`config.mk`:
```
export PLATFORM = sky130hd
export DESIGN_NAME = double_ended_queue_with_reverse_core
export DESIGN_NICKNAME = d
export VERILOG_FILES = /design/src/rtl/dq_pkg.sv /design/src/rtl/double_ended_queue_with_reverse_core.sv /design/src/rtl/dq_ram.sv /design/src/rtl/dq_ctrl.sv /design/src/rtl/dq_datapath.sv
export SDC_FILE = /design/constraint.sdc
export NUM_CORES = 1
export LEC_CHECK = 0
export BUFFER_PORTS_ARGS = -buffer_cell sky130_fd_sc_hd__buf_2
export CORE_ASPECT_RATIO = 2
export CORE_UTILIZATION = 55
export DETAILED_ROUTE_END_ITERATION = 8
export PLACE_DENSITY = 0.75
export SYNTH_ARGS = -nofsm -noshare
export SYNTH_HDL_FRONTEND = slang
export SYNTH_SLANG_ARGS = --single-unit
```
`constraint.sdc`:
```
create_clock -name clk -period 3.8 [get_ports clk]
set_input_delay 0.95 -clock clk [delete_from_list [all_inputs] [get_ports clk]]
set_output_delay 0.95 -clock clk [all_outputs]
set_load 0.01 [all_outputs]
```
`src/rtl/dq_pkg.sv`:
```
// ============================================================================
// dq_pkg - shared types for the double-ended queue core
// Opcodes, result status codes, controller states and the command/status
// structs that join the controller to the datapath.
// ============================================================================
`default_nettype none

package dq_pkg;

    typedef enum logic [2:0] {
        OP_ADD_FRONT  = 3'd0,
        OP_ADD_BACK   = 3'd1,
        OP_REM_FRONT  = 3'd2,
        OP_REM_BACK   = 3'd3,
        OP_PEEK_FRONT = 3'd4,
        OP_PEEK_BACK  = 3'd5,
        OP_REVERSE    = 3'd6
    } opcode_t;

    typedef enum logic [1:0] {
        STAT_OK    = 2'd0,
        STAT_EMPTY = 2'd1,
        STAT_FULL  = 2'd2
    } status_t;

    typedef enum logic [1:0] {
        ST_IDLE = 2'd0,
        ST_EXEC = 2'd1,
        ST_READ = 2'd2,
        ST_RESP = 2'd3
    } state_t;

    // controller -> datapath
    typedef struct packed {
        logic load;     // capture the input beat
        logic exec;     // apply the operation to pointers and store
        logic capture;  // latch the store read word into the result
    } dq_cmd_t;

    // datapath -> controller
    typedef struct packed {
        logic peek_read;  // current operation needs a store read
    } dq_stat_t;

endpackage

`default_nettype wire

```
`src/rtl/double_ended_queue_with_reverse_core.sv`:
```
// ============================================================================
// double_ended_queue_with_reverse_core - bounded deque in a ring store
// Add, remove and peek at either end, plus a constant-time reverse that
// flips which physical end is the logical front. One result beat per input.
// ============================================================================
//
//  channel | dir | beat contents (tdata from bit 0 up)
//  --------+-----+---------------------------------------------------------
//  s_axis  | in  | opcode[2:0], data_in[DATA_WIDTH-1:0], zero pad to bytes
//  m_axis  | out | data_out[DATA_WIDTH-1:0], status[1:0], is_empty,
//          |     | entry_count[$clog2(DEPTH+1)-1:0], zero pad to bytes
//
// Sequence: a beat passes through accept, execute and result, plus a store
//   read for a peek of a non-empty deque, since the ring store RAM has a
//   registered read port. The result beat is presented from a register.
//   One beat is in flight at a time; s_tready is low from accept until the
//   result beat is taken.
// Reset: rst_n clears the state machine, head pointer, count and the
//   orientation flag. Store contents are not cleared; no clearing pass.
// Stalls: the result holds in its register while m_tready is low.
// ============================================================================
`default_nettype none

module double_ended_queue_with_reverse_core #(
    parameter int DEPTH      = 16,
    parameter int DATA_WIDTH = 32
) (
    input  wire logic clk,
    input  wire logic rst_n,
    // opcode, data_in
    input  wire logic [((3 + DATA_WIDTH + 7) / 8) * 8 - 1:0] s_tdata,
    input  wire logic                                        s_tvalid,
    output logic                                             s_tready,
    // data_out, status, is_empty, entry_count
    output logic [((DATA_WIDTH + 3 + $clog2(DEPTH + 1) + 7) / 8) * 8 - 1:0] m_tdata,
    output logic                                             m_tvalid,
    input  wire logic                                        m_tready
);
    import dq_pkg::*;

    localparam int CW    = $clog2(DEPTH + 1);
    localparam int OUT_W = DATA_WIDTH + 3 + CW;
    localparam int OUT_T = ((OUT_W + 7) / 8) * 8;

    dq_cmd_t               cmd;
    dq_stat_t              stat;
    logic [DATA_WIDTH-1:0] data_out;
    status_t               status;
    logic                  is_empty;
    logic [CW-1:0]         entry_count;

    // sequence each beat: accept, execute, optional read, present result
    dq_ctrl u_ctrl (
        .clk      (clk),
        .rst_n    (rst_n),
        .s_tvalid (s_tvalid),
        .s_tready (s_tready),
        .m_tvalid (m_tvalid),
        .m_tready (m_tready),
        .stat     (stat),
        .cmd      (cmd)
    );

    // pointers, orientation flag, ring store and result register
    dq_datapath #(
        .DEPTH      (DEPTH),
        .DATA_WIDTH (DATA_WIDTH),
        .CW         (CW)
    ) u_dp (
        .clk         (clk),
        .rst_n       (rst_n),
        .cmd         (cmd),
        .stat        (stat),
        .opcode      (s_tdata[2:0]),
        .data_in     (s_tdata[3 +: DATA_WIDTH]),
        .data_out    (data_out),
        .status      (status),
        .is_empty    (is_empty),
        .entry_count (entry_count)
    );

    // pack result fields, upper pad bits are zero
    assign m_tdata = OUT_T'({entry_count, is_empty, status, data_out});

endmodule

`default_nettype wire

```
`src/rtl/dq_ram.sv`:
```
// ============================================================================
// dq_ram - generic single-write, single-read RAM
// One write port and one read port; read data is registered.
// ============================================================================
`default_nettype none

module dq_ram #(
    parameter int WIDTH = 32,
    parameter int DEPTH = 16
) (
    input  wire logic                     clk,
    input  wire logic                     we,
    input  wire logic [$clog2(DEPTH)-1:0] waddr,
    input  wire logic [WIDTH-1:0]         wdata,
    input  wire logic [$clog2(DEPTH)-1:0] raddr,
    output logic      [WIDTH-1:0]         rdata
);

    logic [WIDTH-1:0] mem [DEPTH];

    always_ff @(posedge clk)
    begin
        if (we)
        begin
            mem[waddr] <= wdata;
        end
        rdata <= mem[raddr];
    end

endmodule

`default_nettype wire

```
`src/rtl/dq_ctrl.sv`:
```
// ============================================================================
// dq_ctrl - sequencing controller for the deque core
// Walks each beat through execute, an optional store read, and the result.
// ============================================================================
`default_nettype none

module dq_ctrl (
    input  wire logic            clk,
    input  wire logic            rst_n,
    input  wire logic            s_tvalid,
    output logic                 s_tready,
    output logic                 m_tvalid,
    input  wire logic            m_tready,
    input  wire dq_pkg::dq_stat_t stat,
    output dq_pkg::dq_cmd_t      cmd
);
    import dq_pkg::*;

    state_t state_reg;
    state_t state_next;

    always_ff @(posedge clk or negedge rst_n)
    begin
        if (!rst_n)
        begin
            state_reg <= ST_IDLE;
        end
        else
        begin
            state_reg <= state_next;
        end
    end

    always_comb
    begin
        state_next  = state_reg;
        s_tready    = 1'b0;
        m_tvalid    = 1'b0;
        cmd.load    = 1'b0;
        cmd.exec    = 1'b0;
        cmd.capture = 1'b0;
        case (state_reg)
            ST_IDLE:
            begin
                s_tready = 1'b1;
                if (s_tvalid)
                begin
                    cmd.load   = 1'b1;
                    state_next = ST_EXEC;
                end
            end
            ST_EXEC:
            begin
                cmd.exec   = 1'b1;
                state_next = stat.peek_read ? ST_READ : ST_RESP;
            end
            ST_READ:
            begin
                cmd.capture = 1'b1;
                state_next  = ST_RESP;
            end
            ST_RESP:
            begin
                m_tvalid = 1'b1;
                if (m_tready)
                begin
                    state_next = ST_IDLE;
                end
            end
            default:
            begin
                state_next = ST_IDLE;
            end
        endcase
    end

endmodule

`default_nettype wire

```
`src/rtl/dq_datapath.sv`:
```
// ============================================================================
// dq_datapath - pointers, orientation flag, ring store and result register
// Executes one operation per exec command against the ring store.
// ============================================================================
`default_nettype none

module dq_datapath #(
    parameter int DEPTH      = 16,
    parameter int DATA_WIDTH = 32,
    parameter int CW         = $clog2(DEPTH + 1)
) (
    input  wire logic                  clk,
    input  wire logic                  rst_n,
    input  wire dq_pkg::dq_cmd_t       cmd,
    output dq_pkg::dq_stat_t           stat,
    input  wire logic [2:0]            opcode,
    input  wire logic [DATA_WIDTH-1:0] data_in,
    output logic      [DATA_WIDTH-1:0] data_out,
    output dq_pkg::status_t            status,
    output logic                       is_empty,
    output logic      [CW-1:0]         entry_count
);
    import dq_pkg::*;

    localparam int IW = $clog2(DEPTH);
    localparam int SW = CW + 1;

    opcode_t               op_reg;
    logic [DATA_WIDTH-1:0] word_reg;
    logic [IW-1:0]         front_reg;
    logic [IW-1:0]         front_next;
    logic [CW-1:0]         count_reg;
    logic [CW-1:0]         count_next;
    logic                  rev_reg;
    logic                  rev_next;
    logic [DATA_WIDTH-1:0] out_data_reg;
    status_t               out_status_reg;
    status_t               res_status;
    logic [CW-1:0]         out_count_reg;

    logic                  at_head;
    logic [IW-1:0]         front_dec;
    logic [IW-1:0]         front_inc;
    logic [SW-1:0]         sum_free;
    logic [SW-1:0]         sum_last;
    logic [IW-1:0]         tail_free;
    logic [IW-1:0]         tail_last;
    logic                  we;
    logic [IW-1:0]         waddr;
    logic [IW-1:0]         raddr;
    logic [DATA_WIDTH-1:0] rdata;

    // input beat and result registers (payload, no reset)
    always_ff @(posedge clk)
    begin
        if (cmd.load)
        begin
            op_reg   <= opcode_t'(opcode);
            word_reg <= data_in;
        end
        if (cmd.exec)
        begin
            out_data_reg   <= '0;
            out_status_reg <= res_status;
            out_count_reg  <= count_next;
        end
        else if (cmd.capture)
        begin
            out_data_reg <= rdata;
        end
    end

    always_ff @(posedge clk or negedge rst_n)
    begin
        if (!rst_n)
        begin
            front_reg <= '0;
            count_reg <= '0;
            rev_reg   <= 1'b0;
        end
        else if (cmd.exec)
        begin
            front_reg <= front_next;
            count_reg <= count_next;
            rev_reg   <= rev_next;
        end
    end

    // ring arithmetic, wrap at DEPTH
    always_comb
    begin
        front_dec = (front_reg == '0) ? IW'(DEPTH - 1) : front_reg - IW'(1);
        front_inc = (front_reg == IW'(DEPTH - 1)) ? '0 : front_reg + IW'(1);
        sum_free  = SW'(front_reg) + SW'(count_reg);
        sum_last  = sum_free - SW'(1);
        tail_free = (sum_free >= SW'(DEPTH)) ? IW'(sum_free - SW'(DEPTH)) : IW'(sum_free);
        tail_last = (sum_last >= SW'(DEPTH)) ? IW'(sum_last - SW'(DEPTH)) : IW'(sum_last);
    end

    // front-side opcodes hit the head end unless the orientation is flipped
    always_comb
    begin
        at_head = rev_reg;
        case (op_reg)
            OP_ADD_FRONT, OP_REM_FRONT, OP_PEEK_FRONT: at_head = ~rev_reg;
            default:                                   at_head = rev_reg;
        endcase
    end

    always_comb
    begin
        front_next     = front_reg;
        count_next     = count_reg;
        rev_next       = rev_reg;
        res_status     = STAT_OK;
        we             = 1'b0;
        waddr          = tail_free;
        stat.peek_read = 1'b0;
        raddr          = at_head ? front_reg : tail_last;
        case (op_reg)
            OP_ADD_FRONT, OP_ADD_BACK:
            begin
                if (count_reg == CW'(DEPTH))
                begin
                    res_status = STAT_FULL;
                end
                else
                begin
                    we         = cmd.exec;
                    count_next = count_reg + CW'(1);
                    if (at_head)
                    begin
                        front_next = front_dec;
                        waddr      = front_dec;
                    end
                end
            end
            OP_REM_FRONT, OP_REM_BACK:
            begin
                if (count_reg == '0)
                begin
                    res_status = STAT_EMPTY;
                end
                else
                begin
                    count_next = count_reg - CW'(1);
                    if (at_head)
                    begin
                        front_next = front_inc;
                    end
                end
            end
            OP_PEEK_FRONT, OP_PEEK_BACK:
            begin
                if (count_reg == '0)
                begin
                    res_status = STAT_EMPTY;
                end
                else
                begin
                    stat.peek_read = 1'b1;
                end
            end
            OP_REVERSE:
            begin
                rev_next = ~rev_reg;
            end
            default:
            begin
                res_status = STAT_OK;
            end
        endcase
    end

    dq_ram #(
        .WIDTH (DATA_WIDTH),
        .DEPTH (DEPTH)
    ) u_store (
        .clk   (clk),
        .we    (we),
        .waddr (waddr),
        .wdata (word_reg),
        .raddr (raddr),
        .rdata (rdata)
    );

    assign data_out    = out_data_reg;
    assign status      = out_status_reg;
    assign entry_count = out_count_reg;
    assign is_empty    = (out_count_reg == '0);

endmodule

`default_nettype wire

```
* Word-level counts from Yosys, hierarchy flattened
Memory sizes are Yosys's and may differ from the RTL's. A register that Yosys moved wholly into a read port is not among the register bits. Index checks and enable logic that the tools add are counted.
Storage, ports and cells: register bits after elaboration 86, bits in writable memories 512, input port bits 44, memories kept 1
Cells by class: add/subtract/negate cells 8, $lt $le $gt $ge 2, equality and inequality tests 17, mux-type cells 36, bitwise operators 1, reductions and logical operators 14
Memory list:
- u_dp.u_store.mem | words 16, width 32, rd ports 1, clocked after Yosys merged registers in 1, wr ports 1, RTL line dq_ram.sv:19 | logic [WIDTH-1:0] mem [DEPTH];
Operators by type and width (number):
- $mux 4 | 12
- $mux 1 | 15
- $ge 6x5->1 const B | 2
- $sub 4x1->4 const B | 3
- $logic_not 5->1 | 2
- $mux 5 | 2
- $pmux 5 s2 | 1
- $eq 3x3->1 const B | 3
- $ne 2x2->1 const B | 4
- $pmux 2 s4 | 1
- $pmux 4 s2 | 1
- $add 4x5->6 | 1
- $eq 3x2->1 const B | 2
- $mux 2 | 3
- $reduce_and 6->1 | 1
- $reduce_or 2->1 | 3
- $sub 6x1->6 const B | 1
- $add 5x1->5 const B | 1
- $eq 5x5->1 const B | 1
- $sub 5x1->5 const B | 1
- $add 4x1->4 const B | 1
- $eq 2x2->1 const B | 2
- $eq 4x4->1 const B | 1
- $logic_not 4->1 | 1
- 11 further kinds | 13

* Logic depth before layout (Yosys ltp)
Gate-level depths: netlist of run 1.
depth after elaboration 6, depth in mapped cells 12

* Hierarchy
Synthesis of run 1 repeated with hierarchy kept, for this count alone.
Unflattened totals: cell total of the unflattened synthesis 1146, area total of the unflattened synthesis 23550.1 um^2
Modules (own cells, without submodules):
- dq_ram | times used 1, cells an instance 838, area an instance 19835.3 um^2, sequential area each 16015.4 um^2
- dq_datapath | times used 1, cells an instance 290, area an instance 3528.4 um^2, sequential area each 2152.1 um^2
- dq_ctrl | times used 1, cells an instance 17, area an instance 178.9 um^2, sequential area each 50.0 um^2
- double_ended_queue_with_reverse_core | times used 1, cells an instance 1, area an instance 7.5 um^2, sequential area each 0.0 um^2

* Worst setup path before layout of run 1
No wires, ideal clock.
path type register -> register, from reg u_dp.count_reg[1], to mem u_dp.u_store.mem[5][0] (enable), setup time 0.421 ns, arrival time 3.208 ns, required time 3.379 ns, slack 0.171 ns, cell stages (with the launch flop) 10, period minus slack after synthesis 3.629 ns, cell sequence dfrtp_1 inv_1 ha_1 nor3b_1 a21boi_0 nand2b_1 nor2_1 a21o_1 nand2_1 nor2_1
On the way: word-level cells in the longest chain between the ends 6
RTL lines:
- from (decl) | RTL line dq_datapath.sv:32 | logic [CW-1:0] count_reg;
- from (signal assigned) | RTL line dq_datapath.sv:84 | count_reg <= count_next;
- $add 4x5->6 | RTL line dq_datapath.sv:94 | sum_free = SW'(front_reg) + SW'(count_reg);
- $ge 6x5->1 or $sub 4x1->4 (tied branches) | RTL line dq_datapath.sv:96 | tail_free = (sum_free >= SW'(DEPTH)) ? IW'(sum_free - SW'(DEPTH)) : IW'(sum_free);
- $mux 4 | RTL line dq_datapath.sv:96
- $mux 4 | RTL line dq_datapath.sv:131 | if (at_head)
- $mux 4 | RTL line dq_datapath.sv:123 | if (count_reg == CW'(DEPTH))
- $mux 4 | RTL line dq_datapath.sv:120 | case (op_reg)
- to (decl) | RTL line dq_ram.sv:19
Several ways; a longest one is shown, not always the timed one.

* Final worst setup path of run 1
from reg u_dp.count_reg[0], to mem u_dp.u_store.mem[6][9] (enable)
The elaborated chain is that of the path after synthesis.

==> results of run 1 <==
[cells by family after synthesis]
family	synth area share (%)
AND/OR/NAND/NOR	4.121
adder cells (fa/ha/maj)	0.6980
XOR/XNOR	0.5440
flip-flops	74.73
AO/OA/AOI/OAI	9.613
buffers and inverters	2.274
multiplexers	8.022
[worst max-delay path: stages, from the launching register on]
cell	delay, ns
dfrtp_1	0.43
inv_1	0.17
ha_1	0.24
nor3b_1	0.42
a21boi_0	0.20
nand2b_1	0.23
a31oi_1	0.37
nor2_4	0.78
buf_12	0.29
[stage by stage]
step | worst slack (ns) | hold WS (ns) | utilization, % | instances | instance area (um^2)
final | 0.3407 | 0.2650 | 63.14 | 2260 | 27480
after global routing | 0.04577 | 0.2716 | 63.14 | 2260 | 27480
after CTS | 0.3376 | 0.2559 | 63.14 | 2260 | 27480
after detailed placement | 0.3372 | 0.4542 | 59.27 | 2166 | 25790
after global placement | 0.4113 | 0.4474 | 59.27 | 2166 | 25790
after floorplan | 0.1711 | 0.4403 | - | 1591 | 24380
[routing by layer]
layer / global-route usage, % / routed length [um] / vias up
met5: 0 / 0 / -
met4: 11.79 / 2497 / 0
met3: 2.822 / 2943 / 148
met2: 43.16 / 28580 / 545
met1: 30.13 / 20510 / 7010
li1: - / - / 6249
[cell usage in the layout (no fill, tap or decap), types with 8 or more instances in the layout]
cell type,count
edfxtp_1,554
mux2i_1,192
nand2_1,150
a21oi_1,139
buf_2,80
a22oi_1,64
dfxtp_1,64
a32oi_1,63
nor2_1,53
o21ai_1,52
clkbuf_16,52
o21ai_0,31
buf_4,27
buf_12,23
nor2_4,17
clkbuf_1,13
inv_1,12
dfrtp_1,12
ha_1,10
clkinv_2,9
nor3_1,8
a31oi_1,8
xnor2_1,8
[final timing paths]
| check | startpoint | to | slack (ns) | depth (start not counted) |
|---|---|---|---|---|
| setup / recovery | u_dp.count_reg[0] | u_dp.u_store.mem[6][9] | 0.34 | 8 |
| hold / removal | rst_n | u_ctrl.state_reg[1] | 0.26 | 1 |
| setup reg to reg | u_dp.count_reg[0] | u_dp.u_store.mem[6][9] | 0.34 | 8 |
| hold reg to reg | u_dp.u_store.rdata[7] | u_dp.data_out[7] | 0.47 | 2 |
| max in group asynchronous | rst_n | u_dp.count_reg[2] | 3.27 | 1 |
| min in group clk | u_dp.u_store.rdata[7] | u_dp.data_out[7] | 0.47 | 2 |
[layout make-up]
type | count | share of cell area, %
flip-flops and latches | 630 | 66.31
clock inverters | 28 | 1.179
multi-input cells | 844 | 21.01
clock buffers | 66 | 4.964
well taps | 550 | 2.505
repair buffers | 130 | 3.871
inverters | 12 | 0.1639
==> summary.txt, run 1 <==
Run status
  – Status: completed

Die
  – Core box area: around 0.044 mm^2
  – Initial Util: between 50 and 60%
  – Die area: 0.04522 mm^2
  – Die height: around 300 um
  – Site Rows: around 110
  – DIE WIDTH: 150.9 um
  – I/O Pins: 86

Worst setup path
  – Crit path DAT: around 3.7 ns
  – Worst-path fanout max: 17
  – WP data required: 4.08 ns
  – Startpoint Class: flop
  – Worst Setup End Kind: flop
  – Setup CP Type: reg2reg

Yosys
  – Post-Syn Instances: 1,591
  – Synthesized flop and latch total: 630
  – Syn Std Cell Area: 0.02438 mm^2
  – Top cell type's share of synthesized area: 68.24%
  – Syn avg cell area: 15.32 um^2
  – Async SR Flop Fraction: 1.905%
  – Synth top cells by count: 554 x edfxtp_1, 192 x mux2i_1, 151 x nand2_1
  – Post-synth EDFFs: 554
  – Post-Syn Nets: about 1.6k
  – Sequential-to-total area share from yosys stat: 74.73%
  – Main synth FF type: edfxtp_1
  – Count of different cell masters after synthesis: 50
  – Synth warn: 0
  – Count leader, synth: edfxtp_1
  – Synth area leaders: edfxtp_1 68%, mux2i_1 7.9%, dfxtp_1 5.3%
  – Cell taking the most area after synthesis: edfxtp_1

Job
  – Maxcap violations: 0

Layout
  – Share of cells above drive strength 1: 13.63%
  – Number of fill cells: 3,007
  – # diodes: 0
  – Max FFs per register: 512
  – Post-layout nets: roughly 1.7k
  – Area of the multi-input gates: 0.005773 mm^2
  – Register name with the most flops: u_dp.u_store.mem
  – FF+latch area: ~0.018 mm^2
  – Area growth from synthesis to layout: 12.70%

Detailed routing
  – Avg Vias per Cell: a little over 6
  – Final wirelength: 54,530 um
  – Routed WL per cell: 24.13 um
  – First-pass DRT Iterations: 5
  – Drt initial violations: between 1k and 1.5k
  – Post-route ant nets: 0
  – DRC: 0
  – Vias: 13.95k

STA
  – Max frequency: approximately 0.29 GHz
  – Worst Tran Pin Value: 1.014 ns
  – Final min period: 3.459 ns
  – Relative max-transition margin: 32.10%
  – Finish-stage setup viols: 0
  – Worst Skew: ~0.022 ns
  – RSZ-0062 raised after global routing: false
  – Setup_tns: 0 ns
  – Final hold viol count: 0
  – Period utilization: 91.03%
  – Final Max Tran Viols: 0

Clock network
  – Skew-Pair Late Insertion Delay: slightly below 0.6 ns
  – Root Buffer: clkbuf_16
  – CTS Hold Bufs: 0
  – Cts repair resizes: 0
  – Clock transition at path regs: around 0.070 ns
  – H-tree depth: 2
  – CTS tree: built
  – CTS Buf Count: 51
  – Post-CTS Setup Inserts: 0
  – Clk buf depth: 3
  – Clock net sink count: 630

GRT
  – Tot GR Track Use: 24.67%
  – First-pass GRT wire length: 82,190 um
  – Grt ovf: 0
  – Largest net degree at the start of global routing: 81
  – Initial antenna violation count: 0
  – Vias in the first global route: 14.21k

Placement
  – Buffers on Ports: 80
  – Hpwl dp: 29,720 um
  – RD Place Congestion: 0.8767

Worst hold path
  – Hold WC Path Type: in2async
Power of run 1 is left out: the tool's default activity adds up to more than one toggle a clock period on the data nets, which glitch-free logic cannot reach.
==> inputs of run 2 (changes only) <==
- CORE_MARGIN: unset -> 3
==> run 2 against run 1 <==
The flow now finishes with violations (design-rule violations). Clock-buffer cell count decreased by 4. Final area grew 0.71%. Critical path depth up 2. Hold slack worse by 0.016 ns. Die area increased by 4.0%. Clock skew fell by 0.0085 ns. Fmax up 2.9%. Critical path type unchanged. Largest cell class unchanged. Highest routed layer unchanged.
==> summary.txt, run 2 (same netlist as run 1, synthesis figures left out) <==
STA
  – Period utilization: 88.49% (-2.5 points)
  – Worst Skew: 0.01368 ns (-0.008458 ns)
  – Max frequency: 0.2974 GHz (+2.9%)
  – RSZ-0062 raised after global routing: false
  – Final Max Tran Viols: 0 (unchanged)
  – Finish-stage setup viols: 0 (unchanged)
  – Final hold viol count: 0 (unchanged)
  – Final hold slack: 0.2491 ns (-0.01583 ns)
  – Setup_tns: 0 ns (unchanged)
  – Worst Tran Pin Value: 1.082 ns (+0.06790 ns)
  – Final min period: 3.363 ns (-0.09649 ns)
  – Relative max-transition margin: 27.56% (-4.5 points)

Clock network
  – CTS Hold Bufs: 0 (unchanged)
  – CTS Buf Count: 51 (unchanged)
  – Clk buf depth: 3 (unchanged)
  – Root Buffer: clkbuf_16
  – Skew-Pair Late Insertion Delay: 0.59 ns (about the same)
  – CTS tree: built
  – Post-CTS Setup Inserts: 0 (unchanged)
  – Clock net sink count: 630 (unchanged)
  – Clock transition at path regs: 0.07 ns (about the same)
  – Cts repair resizes: 0 (unchanged)
  – H-tree depth: 2 (unchanged)

Run status
  – Failing checks: design-rule violations
  – Status: finished with violations

Layout
  – # diodes: 0 (unchanged)
  – Register name with the most flops: u_dp.u_store.mem
  – Area growth from synthesis to layout: 13.50%
  – End-of-flow core utilization: 63.40% (+0.25 points)
  – Post-layout nets: 1,733 (+0.41%)
  – Max FFs per register: 512 (unchanged)
  – Most common cell after layout, fill and taps aside: edfxtp_1
  – Post-route cell area: 0.02767 mm^2 (+0.71%)
  – Most frequent cells in the layout: 554 x edfxtp_1, 192 x mux2i_1, 150 x nand2_1
  – Share of cells above drive strength 1: 14.38% (+0.75 points)

GRT
  – Initial antenna violation count: 0 (unchanged)
  – Largest net degree at the start of global routing: 78 (-3.7%)
  – First-pass GRT wire length: 81,460 um (-0.89%)
  – Tot GR Track Use: 22.26% (-2.4 points)
  – Grt ovf: 0 (unchanged)
  – Vias in the first global route: 14.40k (+1.4%)

Placement
  – Hpwl dp: 29,950 um (+0.76%)
  – Post-DP Area: 0.02589 mm^2 (+0.40%)
  – RD Place Congestion: 0.7771 (-11%)
  – Buffers on Ports: 80 (unchanged)

Worst setup path
  – RR Startpoint: u_dp.count_reg[1]
  – R2r setup slk: 0.44 ns (+0.10 ns)
  – Crit Reg-Reg Endpoint: u_dp.u_store.mem[5][21]
  – Worst R2R Path Depth: 10 (+2)
  – Setup CP Type: reg2reg
  – Startpoint Class: flop
  – WP data required: 4.09 ns (about the same)
  – Worst Setup End Kind: flop
  – Worst-path fanout max: 11 (-6)
  – Crit path DAT: 3.65 ns (-0.09 ns)

Die
  – Core box area: 0.04365 mm^2 (+0.31%)
  – Site Rows: 108 (unchanged)
  – Initial Util: 55.85% (-0.17 points)
  – Die area: 0.04704 mm^2 (+4.0%)
  – Die height: 303.7 um (+1.3%)
  – I/O Pins: 86 (unchanged)
  – DIE WIDTH: 154.9 um (+2.7%)

Detailed routing
  – Post-route ant nets: 0 (unchanged)
  – Vias: 14.09k (+1.0%)
  – Drt initial violations: 1,429 (-2.1%)
  – First-pass DRT Iterations: 9 (+4)
  – DRC: 2 (+2)
  – Routed WL per cell: 23.59 um (-2.2%)
  – Avg Vias per Cell: 6.213 (+0.64%)
  – Final wirelength: 53,510 um (-1.9%)

Job
  – Maxcap violations: 0 (unchanged)

Worst hold path
  – Hold WC Path Type: in2async
-- run 2: through the flow --
stage	cells	worst slack (ns)
after global routing	2268	0.2473
after global placement	2173	0.4830
after CTS	2268	0.3941
final	2268	0.4372
after detailed placement	2173	0.4656
after floorplan	1591	0.1711
-- run 2: worst max-delay path by stage --
| stage | from | end | slack [ns] | depth (start not counted) |
|---|---|---|---|---|
| global placement | u_dp.count_reg[0] | u_dp.u_store.rdata[30] | 0.48 | 10 |
| CTS | u_dp.count_reg[0] | u_dp.u_store.rdata[30] | 0.39 | 10 |
| detailed placement | u_dp.count_reg[0] | u_dp.u_store.rdata[30] | 0.47 | 10 |
| global route | u_dp.count_reg[0] | u_dp.u_store.rdata[4] | 0.25 | 10 |
| floorplan | u_dp.count_reg[1] | u_dp.u_store.mem[5][0] | 0.17 | 9 |
| finish | u_dp.count_reg[1] | u_dp.u_store.mem[5][21] | 0.44 | 10 |
-- run 2: layer usage --
layer  track usage, %  up-vias  wire length (um)
li1                 -     6268                 -
met1            27.07     7076             19890
met2            39.35      618             28230
met3            2.891      129              3363
met4            9.992        0              2034
met5                0        -                 0
-- run 2: layout make-up --
type	instances	area, um^2
inverters	12	45.04
flip-flops and latches	630	18220
fillers	2999	15980
clock inverters	33	422.9
repair buffers	137	1166
clock buffers	62	1358
well taps	550	688.2
multi-input cells	844	5773
-- run 2: critical path, cell delays in order (launching register included) --
cell      delay (ns)
dfrtp_1         0.50
inv_1           0.15
ha_1            0.24
nor3b_1         0.38
a21boi_0        0.16
buf_4           0.18
nand2b_1        0.18
a21o_1          0.16
nand2_1         0.24
nor2_4          0.56
buf_4           0.31
Power of run 2 is left out for the same reason.
==> inputs of run 3 (changes only) <==
--- a/config.mk
+++ b/config.mk
@@ -10,7 +10,7 @@
 export CORE_MARGIN = 3
-export CORE_UTILIZATION = 55
+export CORE_UTILIZATION = 40
 export DETAILED_ROUTE_END_ITERATION = 8
-export PLACE_DENSITY = 0.75
 export SYNTH_ARGS = -nofsm -noshare
 export SYNTH_HDL_FRONTEND = slang
+export SYNTH_HIERARCHICAL = 1
 export SYNTH_SLANG_ARGS = --single-unit
==> constraint.sdc (replaced) <==
create_clock -name clk -period 3.8 [get_ports clk]
set_input_delay 0.19 -clock clk [delete_from_list [all_inputs] [get_ports clk]]
set_output_delay 0.19 -clock clk [all_outputs]
set_load 0.01 [all_outputs]
==> run 3 against run 2 <==
The flow now finishes without violations. Utilization shrank 16 points. Clock skew increased by 0.0027 ns. Wire length down 4.5%. Synthesized area shrank 3.4%. Highest routed layer unchanged.
==> summary.txt, run 3 <==
Clock network
  – Clock net sink count: 630 (unchanged)
  – CTS Buf Count: 53 (+3.9%)
  – Skew-Pair Late Insertion Delay: 0.61 ns (+0.02 ns)
  – Clock transition at path regs: 0.06 ns (about the same)
  – Post-CTS Setup Inserts: 0 (unchanged)
  – Clk buf depth: 3 (unchanged)
  – H-tree depth: 2 (unchanged)
  – Root Buffer: clkbuf_16
  – CTS Hold Bufs: 38 (+38)
  – CTS tree: built
  – Cts repair resizes: 0 (unchanged)

GRT
  – Grt ovf: 0 (unchanged)
  – First-pass GRT wire length: 76,250 um (-6.4%)
  – Largest net degree at the start of global routing: 47 (-40%)
  – Vias in the first global route: 12.02k (-17%)
  – Tot GR Track Use: 16.68% (-5.6 points)
  – Initial antenna violation count: 0 (unchanged)

Power
  – Static Leak: roughly 0.0092 uW
  – Largest vdd supply drop: 0.9674 mV
  – Pwr Density: 933.9 mW/mm^2

Die
  – Die height: 349.1 um (+15%)
  – DIE WIDTH: 177.6 um (+15%)
  – Site Rows: 125 (+16%)
  – I/O Pins: 86 (unchanged)
  – Initial Util: 40.48% (-15 points)
  – Die area: 0.06200 mm^2 (+32%)
  – Core box area: 0.05818 mm^2 (+33%)

Yosys
  – Syn avg cell area: 20.55 um^2 (+34%)
  – Count leader, synth: edfxtp_1
  – Synth warn: 6 (+6)
  – Sequential-to-total area share from yosys stat: 77.36% (+2.6 points)
  – Main synth FF type: edfxtp_1
  – Post-Syn Nets: 1,203 (-27%)
  – Synthesized flop and latch total: 630 (unchanged)
  – Synth area leaders: edfxtp_1 71%, mux4_2 12%, dfxtp_1 5.4%
  – Syn Std Cell Area: 0.02355 mm^2 (-3.4%)
  – Count of different cell masters after synthesis: 54 (+8.0%)
  – Post-synth EDFFs: 554 (unchanged)
  – Async SR Flop Fraction: 1.905% (unchanged)
  – Synth top cells by count: 554 x edfxtp_1, 128 x mux4_2, 64 x a22oi_1, 64 x dfxtp_1, 59 x nor2_1
  – Top cell type's share of synthesized area: 70.64% (+2.4 points)
  – Post-Syn Instances: 1,146 (-28%)
  – Cell taking the most area after synthesis: edfxtp_1

STA
  – Worst Skew: 0.01633 ns (+0.002655 ns)
  – RSZ-0062 raised after global routing: false
  – Finish-stage setup viols: 0 (unchanged)
  – Relative max-transition margin: 57.54% (+30 points)
  – Worst Tran Pin Value: 0.6369 ns (-0.4447 ns)
  – Final hold viol count: 0 (unchanged)
  – Period utilization: 94.32% (+5.8 points)
  – Final min period: 3.584 ns (+0.2214 ns)
  – Final hold slack: 0.01755 ns (-0.2316 ns)
  – Max frequency: 0.2790 GHz (-6.2%)
  – Setup ws final: 0.2158 ns (-0.2214 ns)
  – Final Max Tran Viols: 0 (unchanged)

Layout
  – # diodes: 0 (unchanged)
  – Most common cell after layout, fill and taps aside: edfxtp_1
  – Most frequent cells in the layout: 554 x edfxtp_1, 128 x mux4_2, 80 x buf_2
  – Post-layout nets: 1,374 (-21%)
  – Register name with the most flops: u_dp/u_store/mem
  – Fin cells: 2,124 (-6.3%)
  – Share of cells above drive strength 1: 27.68% (+13 points)
  – Area growth from synthesis to layout: 17.56%
  – End-of-flow core utilization: 47.59% (-16 points)
  – Max FFs per register: 512 (unchanged)

Worst setup path
  – Crit path DAT: 3.86 ns (+0.21 ns)
  – Setup CP Type: reg2reg
  – R2r setup slk: 0.22 ns (-0.22 ns)
  – Startpoint Class: flop
  – Worst Setup End Kind: flop
  – Worst-path fanout max: 32 (+21)
  – WP data required: 4.07 ns (-0.02 ns)

Detailed routing
  – Avg Vias per Cell: 5.315 (-14%)
  – First-pass DRT Iterations: 5 (-4)
  – DRC: 0 (-2)
  – Final wirelength: 51,130 um (-4.5%)
  – Vias: 11.29k (-20%)
  – Post-route ant nets: 0 (unchanged)
  – Routed WL per cell: 24.07 um (+2.0%)
  – Drt initial violations: 925 (-35%)

Placement
  – Buffers on Ports: 80 (unchanged)
  – RD Place Congestion: 0.7836 (+0.84%)
  – Hpwl dp: 28,810 um (-3.8%)
  – Post-placement worst setup slack: 0.2853 ns (-0.1803 ns)
  – Cells after DPL: 1,986 (-8.6%)

Run status
  – Status: completed

Worst hold path
  – Hold WC Path Type: in2async

Job
  – Maxcap violations: 0 (unchanged)
==> run 3: cell types whose count changed after synthesis, sizes merged, moves of 6 or more <==
cell    delta
mux2i    -157
a21oi    -130
mux4     +128
nand2    -105
o21ai     -69
a32oi     -62
clkbuf    -34
buf       -12
nor2      -11
a31oi      -6
nor2b      +6
==> run 3: kinds of logic after synthesis <==
kind of cell	Yosys count	synth area share, %
DFF	630	77.36
muxes	167	13.95
and+or+nand+nor	145	2.832
AOI/OAI and AO/OA	106	3.193
buffers and inverters	72	1.435
xor gates and xnor gates	13	0.5154
adders and majority gates	13	0.7225
==> run 3: final timing paths <==
check | startpoint | endpoint | depth (start not counted)
min in group clk | s_tvalid | u_ctrl/state_reg[1] | 4
max in group asynchronous | rst_n | u_ctrl/state_reg[0] | 2
hold / removal | rst_n | u_dp/count_reg[3] | 2
hold reg to reg | u_dp/u_store/rdata[10] | u_dp/data_out[10] | 2
setup / recovery | u_dp/count_reg[1] | u_dp/u_store/mem[12][3] | 9
setup reg to reg | u_dp/count_reg[1] | u_dp/u_store/mem[12][3] | 9
==> run 3: worst max-delay path, stage by stage (launching register included) <==
cell and delay [ns]:
dfrtp_1 0.47, inv_1 0.14, ha_1 0.22, nor3b_2 0.18, a211o_2 0.44, nor2b_1 0.39, mux2i_1 0.38, nand3_1 0.42
nor3_4 0.29, buf_12 0.29
==> run 3: power by group <==
part           internal [uW]  switching (uW)
combinational           5340            6180
clock                   2930            2450
sequential              8470             484
total                  16700            9110
==> run 3: through the flow <==
step                      TNS (ns)  area, um^2  total power [uW]
after CTS                        0       27690             26260
after global placement           0       25600             20690
after detailed placement         0       25600             20800
final                            0       27690             25860
after global routing             0       27690             27230
after floorplan            -111.91       23580             16610
==> run 3: layout make-up <==
type / count / area (um^2)
clock inverters: 32 / 279.0
multi-input cells: 444 / 5181
inverters: 13 / 48.80
fillers: 4838 / 30490
well taps: 762 / 953.4
clock buffers: 68 / 1423
flip-flops and latches: 630 / 18220
repair buffers: 175 / 1584
==> run 3: metal layers <==
| metal | part of all wire [%] | vias to the layer above | global-route usage, % |
|---|---|---|---|
| met3 | 4.1 | 95 | 2.087 |
| met4 | 3.7 | 0 | 6.500 |
| met5 | 0 | - | 0 |
| li1 | - | 4983 | - |
| met1 | 39 | 5917 | 20.59 |
| met2 | 53 | 295 | 29.66 |
(Power assumes the default switching activity.)
